## src/sv/fwf_pkg.sv

```systemverilog
// shared constants and codes for the forward filter
package fwf_pkg;

  localparam int MAX_STATES_DEF  = 8;
  localparam int MAX_SYMBOLS_DEF = 16;
  localparam int PROB_BITS       = 16;

  localparam int MODE_BITS  = 3;
  localparam int ROW_BITS   = 3;
  localparam int COL_BITS   = 4;
  localparam int SYM_BITS   = 4;
  localparam int CFG_BITS   = 4;
  localparam int CFG_RESET  = 8;

  typedef logic [MODE_BITS-1:0] mode_t;

  localparam mode_t MODE_WR_TRANS = 3'd0;
  localparam mode_t MODE_WR_EMIS  = 3'd1;
  localparam mode_t MODE_WR_START = 3'd2;
  localparam mode_t MODE_RESTART  = 3'd3;
  localparam mode_t MODE_OBSERVE  = 3'd4;

endpackage

```

## src/sv/hmm_forward_filter.sv

```systemverilog
// top level of the normalized forward filter: tables, sequencer, shared multiplier
//
// usage
//   input channel (in_valid / in_stall): one transaction carries mode, row_state,
//   column_index, prob_value and obs_symbol. table writes and restart give no result.
//   an observe transaction gives one result per used state (state_index,
//   posterior, zero_evidence), the final one with last set.
//   config: cfg_we with cfg_data writes states_in_use (0 acts as 1, above
//   MAX_STATES acts as MAX_STATES); write it only while the block is idle.
// timing
//   one shared multiplier does every product. an observe first runs the
//   multiply-accumulate, then (unless the evidence is zero) the bit-serial
//   divider once per state, then hands out the results; values are Q0.16.
//   in_stall stays high for the whole observe, including the result hand-off.
// reset
//   rst clears the belief to zero, sets states_in_use to 8 and returns to idle.
//   the tables are not cleared and must be written before they are used.
// output stall
//   results leave from registers; while out_stall is high the current result
//   holds and the sequencer waits.
module hmm_forward_filter #(
  parameter int MAX_STATES  = fwf_pkg::MAX_STATES_DEF,
  parameter int MAX_SYMBOLS = fwf_pkg::MAX_SYMBOLS_DEF
) (
  input  logic                           clk,
  input  logic                           rst,
  input  logic                           cfg_we,
  input  logic [fwf_pkg::CFG_BITS-1:0]   cfg_data,
  input  logic                           in_valid,
  output logic                           in_stall,
  input  logic [fwf_pkg::MODE_BITS-1:0]  mode,
  input  logic [fwf_pkg::ROW_BITS-1:0]   row_state,
  input  logic [fwf_pkg::COL_BITS-1:0]   column_index,
  input  logic [fwf_pkg::PROB_BITS-1:0]  prob_value,
  input  logic [fwf_pkg::SYM_BITS-1:0]   obs_symbol,
  output logic                           out_valid,
  input  logic                           out_stall,
  output logic [fwf_pkg::ROW_BITS-1:0]   state_index,
  output logic [fwf_pkg::PROB_BITS-1:0]  posterior,
  output logic                           last,
  output logic                           zero_evidence
);
  import fwf_pkg::*;

  localparam int SW   = (MAX_STATES > 1) ? $clog2(MAX_STATES) : 1;
  localparam int NW   = $clog2(MAX_STATES + 1);
  localparam int TAW  = $clog2(MAX_STATES * MAX_STATES);
  localparam int EAW  = $clog2(MAX_STATES * MAX_SYMBOLS);
  localparam int DENW = PROB_BITS + $clog2(MAX_STATES + 1);
  localparam int TDEPTH = MAX_STATES * MAX_STATES;
  localparam int EDEPTH = MAX_STATES * MAX_SYMBOLS;

  typedef enum logic [7:0] {
    S_IDLE   = 8'b0000_0001,
    S_TREAD  = 8'b0000_0010,
    S_TMAC   = 8'b0000_0100,
    S_EREAD  = 8'b0000_1000,
    S_EMUL   = 8'b0001_0000,
    S_DSTART = 8'b0010_0000,
    S_DWAIT  = 8'b0100_0000,
    S_OUT    = 8'b1000_0000
  } state_t;

  state_t state, state_next;

  logic [CFG_BITS-1:0]  states_in_use;
  logic [NW-1:0]        n_used;
  logic [SW-1:0]        last_idx;

  // tables
  logic [PROB_BITS-1:0] trans_mem [TDEPTH];
  logic [PROB_BITS-1:0] emis_mem  [EDEPTH];
  logic [PROB_BITS-1:0] start_probs [MAX_STATES];
  logic [PROB_BITS-1:0] belief      [MAX_STATES];
  logic [PROB_BITS-1:0] wbuf        [MAX_STATES];

  logic [PROB_BITS-1:0] trans_q;
  logic [PROB_BITS-1:0] emis_q;
  logic                 sym_ok;

  // sequencer registers
  logic [SW-1:0]        x;
  logic [SW-1:0]        i;
  logic [PROB_BITS-1:0] pred;
  logic [DENW-1:0]      den;
  logic [SYM_BITS-1:0]  sym;
  logic                 zero_flag;

  // shared multiplier
  logic [PROB_BITS-1:0]   mul_a;
  logic [PROB_BITS-1:0]   mul_b;
  logic [2*PROB_BITS-1:0] mul_full;
  logic [PROB_BITS-1:0]   mul_res;
  logic [PROB_BITS:0]     pred_sum;
  logic [DENW-1:0]        den_sum;

  logic                 accept;
  logic                 div_start;
  logic                 div_done;
  logic [PROB_BITS-1:0] div_quo;

  logic                 wr_trans_ok;
  logic                 wr_emis_ok;
  logic                 wr_start_ok;
  logic [TAW-1:0]       trans_wr_addr;
  logic [EAW-1:0]       emis_wr_addr;
  logic [TAW-1:0]       trans_rd_addr;
  logic [EAW-1:0]       emis_rd_addr;

  assign accept   = in_valid && !in_stall;
  assign in_stall = (state != S_IDLE);

  // clamp of the used-state count
  always_comb begin
    if (states_in_use == '0) begin
      n_used = NW'(1);
    end else if (int'(states_in_use) > MAX_STATES) begin
      n_used = NW'(MAX_STATES);
    end else begin
      n_used = NW'(states_in_use);
    end
    last_idx = SW'(n_used - NW'(1));
  end

  always_ff @(posedge clk) begin
    if (rst) begin
      states_in_use <= CFG_BITS'(CFG_RESET);
    end else if (cfg_we) begin
      states_in_use <= cfg_data;
    end
  end

  // write decode, out-of-range indices drop the write
  always_comb begin
    wr_trans_ok   = accept && (mode == MODE_WR_TRANS) && (int'(row_state) < MAX_STATES)
                    && (int'(column_index) < MAX_STATES);
    wr_emis_ok    = accept && (mode == MODE_WR_EMIS) && (int'(row_state) < MAX_STATES)
                    && (int'(column_index) < MAX_SYMBOLS);
    wr_start_ok   = accept && (mode == MODE_WR_START) && (int'(row_state) < MAX_STATES);
    trans_wr_addr = TAW'(int'(row_state) * MAX_STATES + int'(column_index));
    emis_wr_addr  = EAW'(int'(row_state) * MAX_SYMBOLS + int'(column_index));
    trans_rd_addr = TAW'(int'(x) * MAX_STATES + int'(i));
    emis_rd_addr  = EAW'(int'(x) * MAX_SYMBOLS + int'(sym));
  end

  always_ff @(posedge clk) begin
    if (wr_trans_ok) begin
      trans_mem[trans_wr_addr] <= prob_value;
    end
    trans_q <= trans_mem[trans_rd_addr];
  end

  always_ff @(posedge clk) begin
    if (wr_emis_ok) begin
      emis_mem[emis_wr_addr] <= prob_value;
    end
    emis_q <= emis_mem[emis_rd_addr];
    sym_ok <= (int'(sym) < MAX_SYMBOLS);
  end

  always_ff @(posedge clk) begin
    if (wr_start_ok) begin
      start_probs[SW'(row_state)] <= prob_value;
    end
  end

  // one multiplier: transition x belief, then emission x prediction
  always_comb begin
    if (state == S_EMUL) begin
      mul_a = sym_ok ? emis_q : '0;
      mul_b = pred;
    end else begin
      mul_a = trans_q;
      mul_b = belief[i];
    end
    mul_full = mul_a * mul_b;
    mul_res  = mul_full[2*PROB_BITS-1:PROB_BITS];
    pred_sum = {1'b0, pred} + {1'b0, mul_res};
    den_sum  = den + DENW'(mul_res);
  end

  assign div_start = (state == S_DSTART);

  fwf_div #(
    .DEN_BITS(DENW)
  ) u_div (
    .clk   (clk),
    .rst   (rst),
    .start (div_start),
    .num   (wbuf[x]),
    .den   (den),
    .done  (div_done),
    .quo   (div_quo)
  );

  always_comb begin
    state_next = state;
    case (state)
      S_IDLE: begin
        if (accept && mode == MODE_OBSERVE) state_next = S_TREAD;
      end
      S_TREAD:  state_next = S_TMAC;
      S_TMAC:   state_next = (i == last_idx) ? S_EREAD : S_TREAD;
      S_EREAD:  state_next = S_EMUL;
      S_EMUL: begin
        if (x != last_idx) begin
          state_next = S_TREAD;
        end else if (den_sum == '0) begin
          state_next = S_OUT;
        end else begin
          state_next = S_DSTART;
        end
      end
      S_DSTART: state_next = S_DWAIT;
      S_DWAIT: begin
        if (div_done) state_next = (x == last_idx) ? S_OUT : S_DSTART;
      end
      S_OUT: begin
        if (!out_stall && x == last_idx) state_next = S_IDLE;
      end
      default:  state_next = S_IDLE;
    endcase
  end

  always_ff @(posedge clk) begin
    if (rst) begin
      state <= S_IDLE;
    end else begin
      state <= state_next;
    end
  end

  // loop counters and accumulators
  always_ff @(posedge clk) begin
    if (rst) begin
      x         <= '0;
      i         <= '0;
      zero_flag <= 1'b0;
    end else begin
      case (state)
        S_IDLE: begin
          x    <= '0;
          i    <= '0;
          pred <= '0;
          den  <= '0;
          sym  <= obs_symbol;
        end
        S_TMAC: begin
          pred <= pred_sum[PROB_BITS] ? '1 : pred_sum[PROB_BITS-1:0];
          i    <= (i == last_idx) ? '0 : i + SW'(1);
        end
        S_EMUL: begin
          wbuf[x]   <= mul_res;
          den       <= den_sum;
          pred      <= '0;
          x         <= (x == last_idx) ? '0 : x + SW'(1);
          zero_flag <= (den_sum == '0);
        end
        S_DWAIT: begin
          if (div_done) x <= (x == last_idx) ? '0 : x + SW'(1);
        end
        S_OUT: begin
          if (!out_stall) x <= (x == last_idx) ? '0 : x + SW'(1);
        end
        default: begin
        end
      endcase
    end
  end

  // belief: restart copies the start table, each division writes one state
  always_ff @(posedge clk) begin
    if (rst) begin
      for (int k = 0; k < MAX_STATES; k++) belief[k] <= '0;
    end else if (accept && mode == MODE_RESTART) begin
      for (int k = 0; k < MAX_STATES; k++) belief[k] <= start_probs[k];
    end else if (state == S_DWAIT && div_done) begin
      belief[x] <= div_quo;
    end
  end

  // results come straight from registers held while stalled
  assign out_valid     = (state == S_OUT);
  assign state_index   = ROW_BITS'(x);
  assign posterior     = belief[x];
  assign last          = (x == last_idx);
  assign zero_evidence = zero_flag;

endmodule

```

## src/sv/fwf_div.sv

```systemverilog
// restoring divider for the normalization, one quotient bit per cycle
module fwf_div #(
  parameter int DEN_BITS = 19
) (
  input  logic                           clk,
  input  logic                           rst,
  input  logic                           start,
  input  logic [fwf_pkg::PROB_BITS-1:0]  num,
  input  logic [DEN_BITS-1:0]            den,
  output logic                           done,
  output logic [fwf_pkg::PROB_BITS-1:0]  quo
);
  import fwf_pkg::*;

  localparam int CW = $clog2(PROB_BITS + 1);

  logic                  active;
  logic                  sat;
  logic [CW-1:0]         cnt;
  logic [DEN_BITS-1:0]   rem;
  logic [DEN_BITS-1:0]   dvs;
  logic [DEN_BITS:0]     shifted;
  logic                  fits;

  // numerator is at most the divisor, so only the fraction bits are needed
  assign shifted = {rem, 1'b0};
  assign fits    = (shifted >= {1'b0, dvs});

  always_ff @(posedge clk) begin
    if (rst) begin
      active <= 1'b0;
      done   <= 1'b0;
    end else begin
      done <= 1'b0;
      if (start) begin
        active <= 1'b1;
      end else if (active && (sat || cnt == CW'(1))) begin
        active <= 1'b0;
        done   <= 1'b1;
      end
    end
  end

  always_ff @(posedge clk) begin
    if (start) begin
      rem <= DEN_BITS'(num);
      dvs <= den;
      sat <= (DEN_BITS'(num) == den);
      cnt <= CW'(PROB_BITS);
      quo <= '0;
    end else if (active) begin
      if (sat) begin
        quo <= '1;
      end else begin
        cnt <= cnt - CW'(1);
        if (fits) begin
          rem <= DEN_BITS'(shifted - {1'b0, dvs});
          quo <= {quo[PROB_BITS-2:0], 1'b1};
        end else begin
          rem <= shifted[DEN_BITS-1:0];
          quo <= {quo[PROB_BITS-2:0], 1'b0};
        end
      end
    end
  end

endmodule
```

## config.mk

```make
export PLATFORM = sky130hd
export DESIGN_NAME = hmm_forward_filter
export DESIGN_NICKNAME = d
export VERILOG_FILES = /design/src/sv/fwf_pkg.sv /design/src/sv/hmm_forward_filter.sv /design/src/sv/fwf_div.sv
export SDC_FILE = /design/constraint.sdc
export NUM_CORES = 2
export LEC_CHECK = 0
export BUFFER_PORTS_ARGS = -buffer_cell sky130_fd_sc_hd__buf_2
export CELL_PAD_IN_SITES_DETAIL_PLACEMENT = 1
export CELL_PAD_IN_SITES_GLOBAL_PLACEMENT = 2
export CORE_AREA = 2 2 551 553
export DETAILED_ROUTE_END_ITERATION = 16
export DIE_AREA = 0 0 553 555
export HOLD_SLACK_MARGIN = 0.03
export PLACE_DENSITY = 0.74
export SLEW_MARGIN = 20
export SYNTH_ARGS = -nofsm -noshare
export SYNTH_HDL_FRONTEND = slang
export SYNTH_SLANG_ARGS = --single-unit
export TNS_END_PERCENT = 5
```

## constraint.sdc

```tcl
create_clock -name clk -period 18.9 [get_ports clk]
set_clock_uncertainty 0.2 [all_clocks]
set_input_delay 3.78 -clock clk [delete_from_list [all_inputs] [get_ports clk]]
set_output_delay 3.78 -clock clk [all_outputs]
set_load 0.005 [all_outputs]
```

== Word level (Yosys, flattened, before mapping) ==
Memory sizes are Yosys's and may differ from the RTL's. A register that Yosys moved wholly into a read port is not among the register bits.
Index checks and enable logic that the tools add are counted.

* Add/subtract/negate cells: 11
* Bitwise gates (word level): 10
* $lt $le $gt $ge: 3
* Equality and inequality tests: 23
* Multipliers: 1
* Multiplexer cells: 65
* Reduce and logical (&&, ||, !) cells: 32

{| class="wikitable"
|+ Operator list
! operator !! count
|-
| 16-bit two-way mux || 16
|-
| 8-bit case mux with 8 select lines || 1
|-
| 8-bit two-way mux || 6
|-
| 20-bit case mux with 2 select lines || 1
|-
| 3-bit two-way mux || 13
|-
| 16-bit by 16-bit multiplier with 32-bit output || 1
|-
| 16-bit case mux with 2 select lines || 1
|-
| 1-bit two-way mux || 23
|-
| 21-bit by 20-bit greater-or-equal comparator with 1-bit output || 1
|-
| 20-bit by 16-bit adder with 20-bit output || 1
|-
| 16-bit by 20-bit == test with 1-bit output || 1
|-
| 20-bit zero test || 1
|-
| 20-bit two-way mux || 1
|-
| 20-bit subtractor || 1
|-
| 16-bit by 16-bit adder with 17-bit output || 1
|-
| 16-bit OR reduction || 1
|-
| 7-bit by 4-bit adder with 7-bit output || 2
|-
| 3-bit case mux with 4 select lines || 1
|-
| 1-bit logical AND || 10
|-
| 2-bit AND reduction || 5
|-
| 2-bit nonzero test || 5
|-
| 8-bit by 1-bit == test with 1-bit output, second input constant || 1
|-
| 8-bit by 2-bit == test with 1-bit output, second input constant || 1
|-
| 8-bit by 3-bit == test with 1-bit output, second input constant || 1
|-
| other kinds (32) || 49
|}

* Output and inout bits: 23
* RAM bits: 3,456
* Flip-flop bits (word level): 123
* Memories: 5
* Word-level logic and storage cells: 166
* Bits of input ports: 39

{| class="wikitable"
|+ Memory list
! memory !! depth !! bits a word !! rd ports !! clocked after memory_dff !! wr ports !! RTL line !! RTL
|-
| emis_mem || 128 || 16 || 1 || 1 || 1 || hmm_forward_filter.sv:72 || <nowiki>logic [PROB_BITS-1:0] emis_mem [EDEPTH];</nowiki>
|-
| trans_mem || 64 || 16 || 1 || 1 || 1 || hmm_forward_filter.sv:71 || <nowiki>logic [PROB_BITS-1:0] trans_mem [TDEPTH];</nowiki>
|-
| belief || 8 || 16 || 2 || 2 || 8 || hmm_forward_filter.sv:74 || <nowiki>logic [PROB_BITS-1:0] belief [MAX_STATES];</nowiki>
|-
| start_probs || 8 || 16 || 8 || 0 || 1 || hmm_forward_filter.sv:73 || <nowiki>logic [PROB_BITS-1:0] start_probs [MAX_STATES];</nowiki>
|-
| wbuf || 8 || 16 || 1 || 1 || 1 || hmm_forward_filter.sv:75 || <nowiki>logic [PROB_BITS-1:0] wbuf [MAX_STATES];</nowiki>
|}

== Depth between registers and ports, before layout ==
* Depth in word-level cells: 10
* Gate-level depth with buffers: 43
* Depth with buffers taken out: 39

== By module ==
A second synthesis with hierarchy kept.

* Cells, all modules: 7,507
* Area total of the unflattened synthesis: 150,424.3 µm²

{| class="wikitable"
|+ Modules (own cells, without submodules)
! module !! times used !! area each (µm²) !! seq. area each (µm²) !! cells each
|-
| hmm_forward_filter || 1 || 146,422.9 || 106,121.8 || 7,092
|-
| fwf_div || 1 || 4,001.3 || 1,651.6 || 415
|}

== Least setup slack after synthesis ==
Ideal clock, no wire load.

* Path kind: reg-to-reg
* Start: register (tool-made name)
* End: register state[7]
* Path slack: 8.356 ns
* Arrival time: 10.272 ns
* Cell stages (with the launch flop): 40
* Buffers on the path: 4
* Setup time: 0.072 ns
* Data required time: 18.628 ns
* Cells stage by stage: dfxtp_1 > clkbuf_1 > buf_2 > buf_1 > mux4_2 > mux2i_1 > o21ai_1 > clkbuf_1 > nand2_1 > fa_1 > inv_1 > fa_1 > inv_1 > fa_1 > inv_1 > fa_1 > fa_1 > inv_1 > (+4 left out) > o21ai_0 > a221o_1 > a21oi_1 > o2111ai_2 > a41oi_1 > o21bai_1 > xor2_1 > ha_1 > a21o_1 > a21oi_1 > nor2b_1 > a2111oi_0 > o31a_1 > mux2i_1 > nand4b_1 > a2111oi_0 > nand2_1 > a2bb2oi_1

{| class="wikitable"
|+ RTL lines
! what !! RTL line !! RTL
|-
| end signal, assigned || hmm_forward_filter.sv:229 || <nowiki>state <= state_next;</nowiki>
|-
| end, declared || hmm_forward_filter.sv:64 || <nowiki>state_t state, state_next;</nowiki>
|}

== Worst setup path after layout ==
* Start: register state[7]
* End: register state[7]

* Cells in the longest elaborated chain, start to end: 8

{| class="wikitable"
|+ Ends and longest elaborated chain
! what !! RTL line !! RTL
|-
| 8-bit by 5-bit == test with 1-bit output (*) || hmm_forward_filter.sv:169 || <nowiki>if (state == S_EMUL) begin</nowiki>
|-
| 16-bit two-way mux || hmm_forward_filter.sv:169 ||
|-
| 16-bit by 16-bit multiplier with 32-bit output (*) || hmm_forward_filter.sv:176 || <nowiki>mul_full = mul_a * mul_b;</nowiki>
|-
| named net mul_full[24] || hmm_forward_filter.sv:92 || <nowiki>logic [2*PROB_BITS-1:0] mul_full;</nowiki>
|-
| 20-bit by 16-bit adder with 20-bit output (*) || hmm_forward_filter.sv:179 || <nowiki>den_sum = den + DENW'(mul_res);</nowiki>
|-
| 20-bit zero test (*) || hmm_forward_filter.sv:208 || <nowiki>end else if (den_sum == '0) begin</nowiki>
|-
| 8-bit two-way mux (*) || hmm_forward_filter.sv:208 ||
|-
| 8-bit two-way mux (*) || hmm_forward_filter.sv:206 || <nowiki>if (x != last_idx) begin</nowiki>
|-
| 8-bit case mux with 8 select lines (*) || hmm_forward_filter.sv:198 || <nowiki>case (state)</nowiki>
|}

The timed path passes the listed nets; every way through them passes the cells marked *.
A chain may end at the register's enable or synchronous reset.

==> flow_metrics.tcl <==
set metrics [dict create \
    synth_top_cell_by_area "edfxtp_1" \
    number_of_i_o_port_buffers 61 \
    final_min_period_over_clock_period_pct 65.10 \
    asyncSetResetFlopFracSynth_pct 0 \
    synthesis.nets 7857 \
    cts_max_path_buffers 4 \
    p_leak_uw 0.05440 \
    max-cap-violations 0 \
    first_global_vias 79660 \
    fill_cells 25900 \
    critical_path.max_fanout 58 \
    synth_top_cells_by_area "edfxtp_1 71%, mux4_2 15%, fa_1 2.6%" \
    cts_htree_levels 5 \
    synth_top_area_share_pct 70.73 \
    grt-ovfl-total 0 \
    final_period_minus_worst_setup_slack_ns 12.30 \
    path_clk_slew_ns 0.06 \
    detail_route.first_pass.iterations 6 \
    critical_path.startpoint_type "flip-flop" \
    clock_sinks 3617 \
    wl_per_cell_microns 33.99 \
    finish.utilization_pct 56.08 \
    routed_antenna_nets 0 \
    synth.distinct_cells 76 \
    rsz0062_at_grt "false" \
    floorplan.io_pins 62 \
    clock_insertion_delay_worst_skew_ns 0.97 \
    tightestPinTransition_ns 1.176 \
    power-per-cell-area_nw_per_um2 120.0 \
    max_freq_ghz 0.08128 \
    final_layout_size_suffix_gt1_share_pct 25.89 \
    postSynthRegisterBits 3617 \
    syn_avg_cell_area_sq_um 20.11 \
    route.vias.total 76120 \
    clk_root_buffer_cell "clkbuf_16" \
    final.setup.tns_ns 0 \
    post-route-cell-area_sq_um 169000 \
    drt_iter0_markers 8891 \
    cts_setup_buffers 0 \
    post_synth_most_frequent_cells "3,533 x edfxtp_1, 1,028 x mux4_2, 439 x nor2_1" \
    slew_hr_pct 21.29 \
    worst_path_most_repeated_cell "fa_1" \
    synth-seq-area-share_pct 71.85 \
    finalSetupViolCount 0 \
    finalNetCount 8244 \
    status "complete, no violations" \
    worst_slack_ns 6.596 \
    first_pass_grt_wire_length_mm 593.4 \
    tritoncts_clock_tree "yes" \
    grt_antenna_before_repair 24 \
    hpwl_mm 251.6 \
    timing.critical_path.required_ns 19.54 \
    critical-path-slowest-cell "mux2i_1" \
    timing.hold.ws_ns 0.2872 \
    floorplan.rows 202 \
    ir_worst_vdd_mv 0.1258 \
    die_area_sq_um 306900 \
    cts_repair_resize_count 0 \
    gp_congestion 0.8530 \
    drc_errors 0 \
    placed_area_sq_um 156800 \
    yosys_warning_count 0 \
    synth.most_common_cell "edfxtp_1" \
    post_synth_edffs 3533 \
    cts-hold-fix-buffers 0 \
    holdPathStages 2 \
    timing.critical_path.from "state[7]$_SDFFE_PP0P_" \
    capture_point_of_the_critical_path "state[7]$_SDFFE_PP0P_" \
    min_delay_worst_type "reg -> reg" \
    synth_cells 7458 \
    core_area_sq_um 301300 \
    area.growth.synth_to_final_pct 12.64 \
    start_util_pct 49.79 \
    worst-endpoint-arrival_ns 12.95 \
    synth.cell_area_sq_um 150000 \
    critPathCaptureType "flip-flop" \
    worstReg2RegStart "state[7]$_SDFFE_PP0P_" \
    die-height_microns 555 \
    worst_case_reg_to_reg_path_depth 35 \
    via_density_per_instance 6.272 \
    grt_start_max_net_pins 123 \
    totalWireLength_mm 412.4 \
    cp_slowest_stage_delay_ns 0.90 \
    final_hold_viol_count 0 \
    globalRouteTotalUtil_pct 26.96 \
    pre_cts_slack_ns 6.607 \
    crit_type "reg -> reg" \
    setup.reg_to_reg.worst_slack_ns 6.60 \
    final_count_of_pins_violating_max_slew 0 \
    synth_flop_cell "edfxtp_1" \
    worst_r2r_endpoint "state[7]$_SDFFE_PP0P_" \
    cts-buffers-inserted 377 \
    die_width_microns 553 \
]
-- sequential cells by signal, indices dropped and copies added, names as in the netlist, 4 cells and up, named ones only --
name           count
den               20
start_probs      128
state              8
trans_mem       1024
emis_q            16
belief           128
u_div.quo         16
states_in_use      4
u_div.dvs         20
trans_q           16
u_div.rem         20
emis_mem        2048
u_div.cnt          5
sym                4
wbuf             128
pred              16
-- stage by stage --
| step | power, uW | instances |
|---|---|---|
| finish | 20270 | 12140 |
| global route | 21040 | 12130 |
| CTS | 20410 | 12130 |
| detailed placement | 13150 | 11440 |
| global placement | 13060 | 11440 |
| floorplan | 11900 | 7458 |
-- metal layers --
| metal | global-route usage (%) | share of wire [%] |
|---|---|---|
| met5 | 0 | 0 |
| met2 | 43.22 | 48 |
| met1 | 38.78 | 41 |
| met4 | 6.592 | 2.5 |
| met3 | 4.765 | 7.9 |
-- worst max-delay path, delay by kind of cell (launching register included) --
kind | cells | cell delay, ns
mux | 2 | 1.10
buf+inv | 6 | 1.06
compound gates | 11 | 3.60
simple gates | 7 | 1.37
flops | 1 | 0.35
fa+ha+maj | 8 | 3.80
xor+xnor | 1 | 0.71
-- worst min path at each step --
stage                                     startpoint                         end  slack [ns]
after detailed placement  u_div.rem[17]$_SDFFE_PP0P_  u_div.rem[17]$_SDFFE_PP0P_        0.28
after CTS                 u_div.rem[17]$_SDFFE_PP0P_  u_div.rem[17]$_SDFFE_PP0P_        0.29
final                     u_div.rem[17]$_SDFFE_PP0P_  u_div.rem[17]$_SDFFE_PP0P_        0.29
after floorplan           u_div.rem[17]$_SDFFE_PP0P_  u_div.rem[17]$_SDFFE_PP0P_        0.25
after global placement    u_div.rem[17]$_SDFFE_PP0P_  u_div.rem[17]$_SDFFE_PP0P_        0.28
after global routing      u_div.rem[17]$_SDFFE_PP0P_  u_div.rem[17]$_SDFFE_PP0P_        0.32
-- cells by family (layout without fill, tap and decap cells) --
group | Yosys count | after routing | share of synthesized area [%]
DFF | 3617 | 3617 | 71.85
muxes | 1187 | 1187 | 16.53
and+or+nand+nor | 1027 | 1027 | 3.017
buffers and inverters | 657 | 1349 | 1.708
AOI/OAI and AO/OA | 524 | 524 | 2.416
adders and majority gates | 360 | 360 | 3.984
xor gates and xnor gates | 86 | 86 | 0.5021
other | 0 | 7 | 0
-- power by group --
part	internal (uW)	leakage (uW)	switching, uW
clock	4160	0.00586	3120
combinational	1510	0.0159	2270
sequential	9110	0.0327	102
-- final cells by class --
class / count / area (sq um) / area share (%)
Antenna cell: 7 / 17.52 / 0.01037
Clock buffer: 479 / 9951 / 5.889
Clock inverter: 205 / 2113 / 1.251
Inverter: 278 / 1044 / 0.6176
Multi-Input combinational cell: 3184 / 40070 / 23.71
Sequential cell: 3617 / 107800 / 63.80
Tap cell: 3978 / 4977 / 2.946
Timing Repair Buffer: 387 / 2995 / 1.773
-- cell usage in the layout (no fill, tap or decap), types with 126 or more instances in the layout --
master | netlist | layout
buf_4 | 3 | 314
clkbuf_16 | 0 | 380
edfxtp_1 | 3533 | 3533
fa_1 | 196 | 196
ha_1 | 164 | 164
inv_1 | 278 | 277
mux2i_1 | 126 | 126
mux4_2 | 1028 | 1028
nand2_1 | 310 | 310
nor2_1 | 439 | 353
No activity file was read; power rests on OpenSTA's default activity.
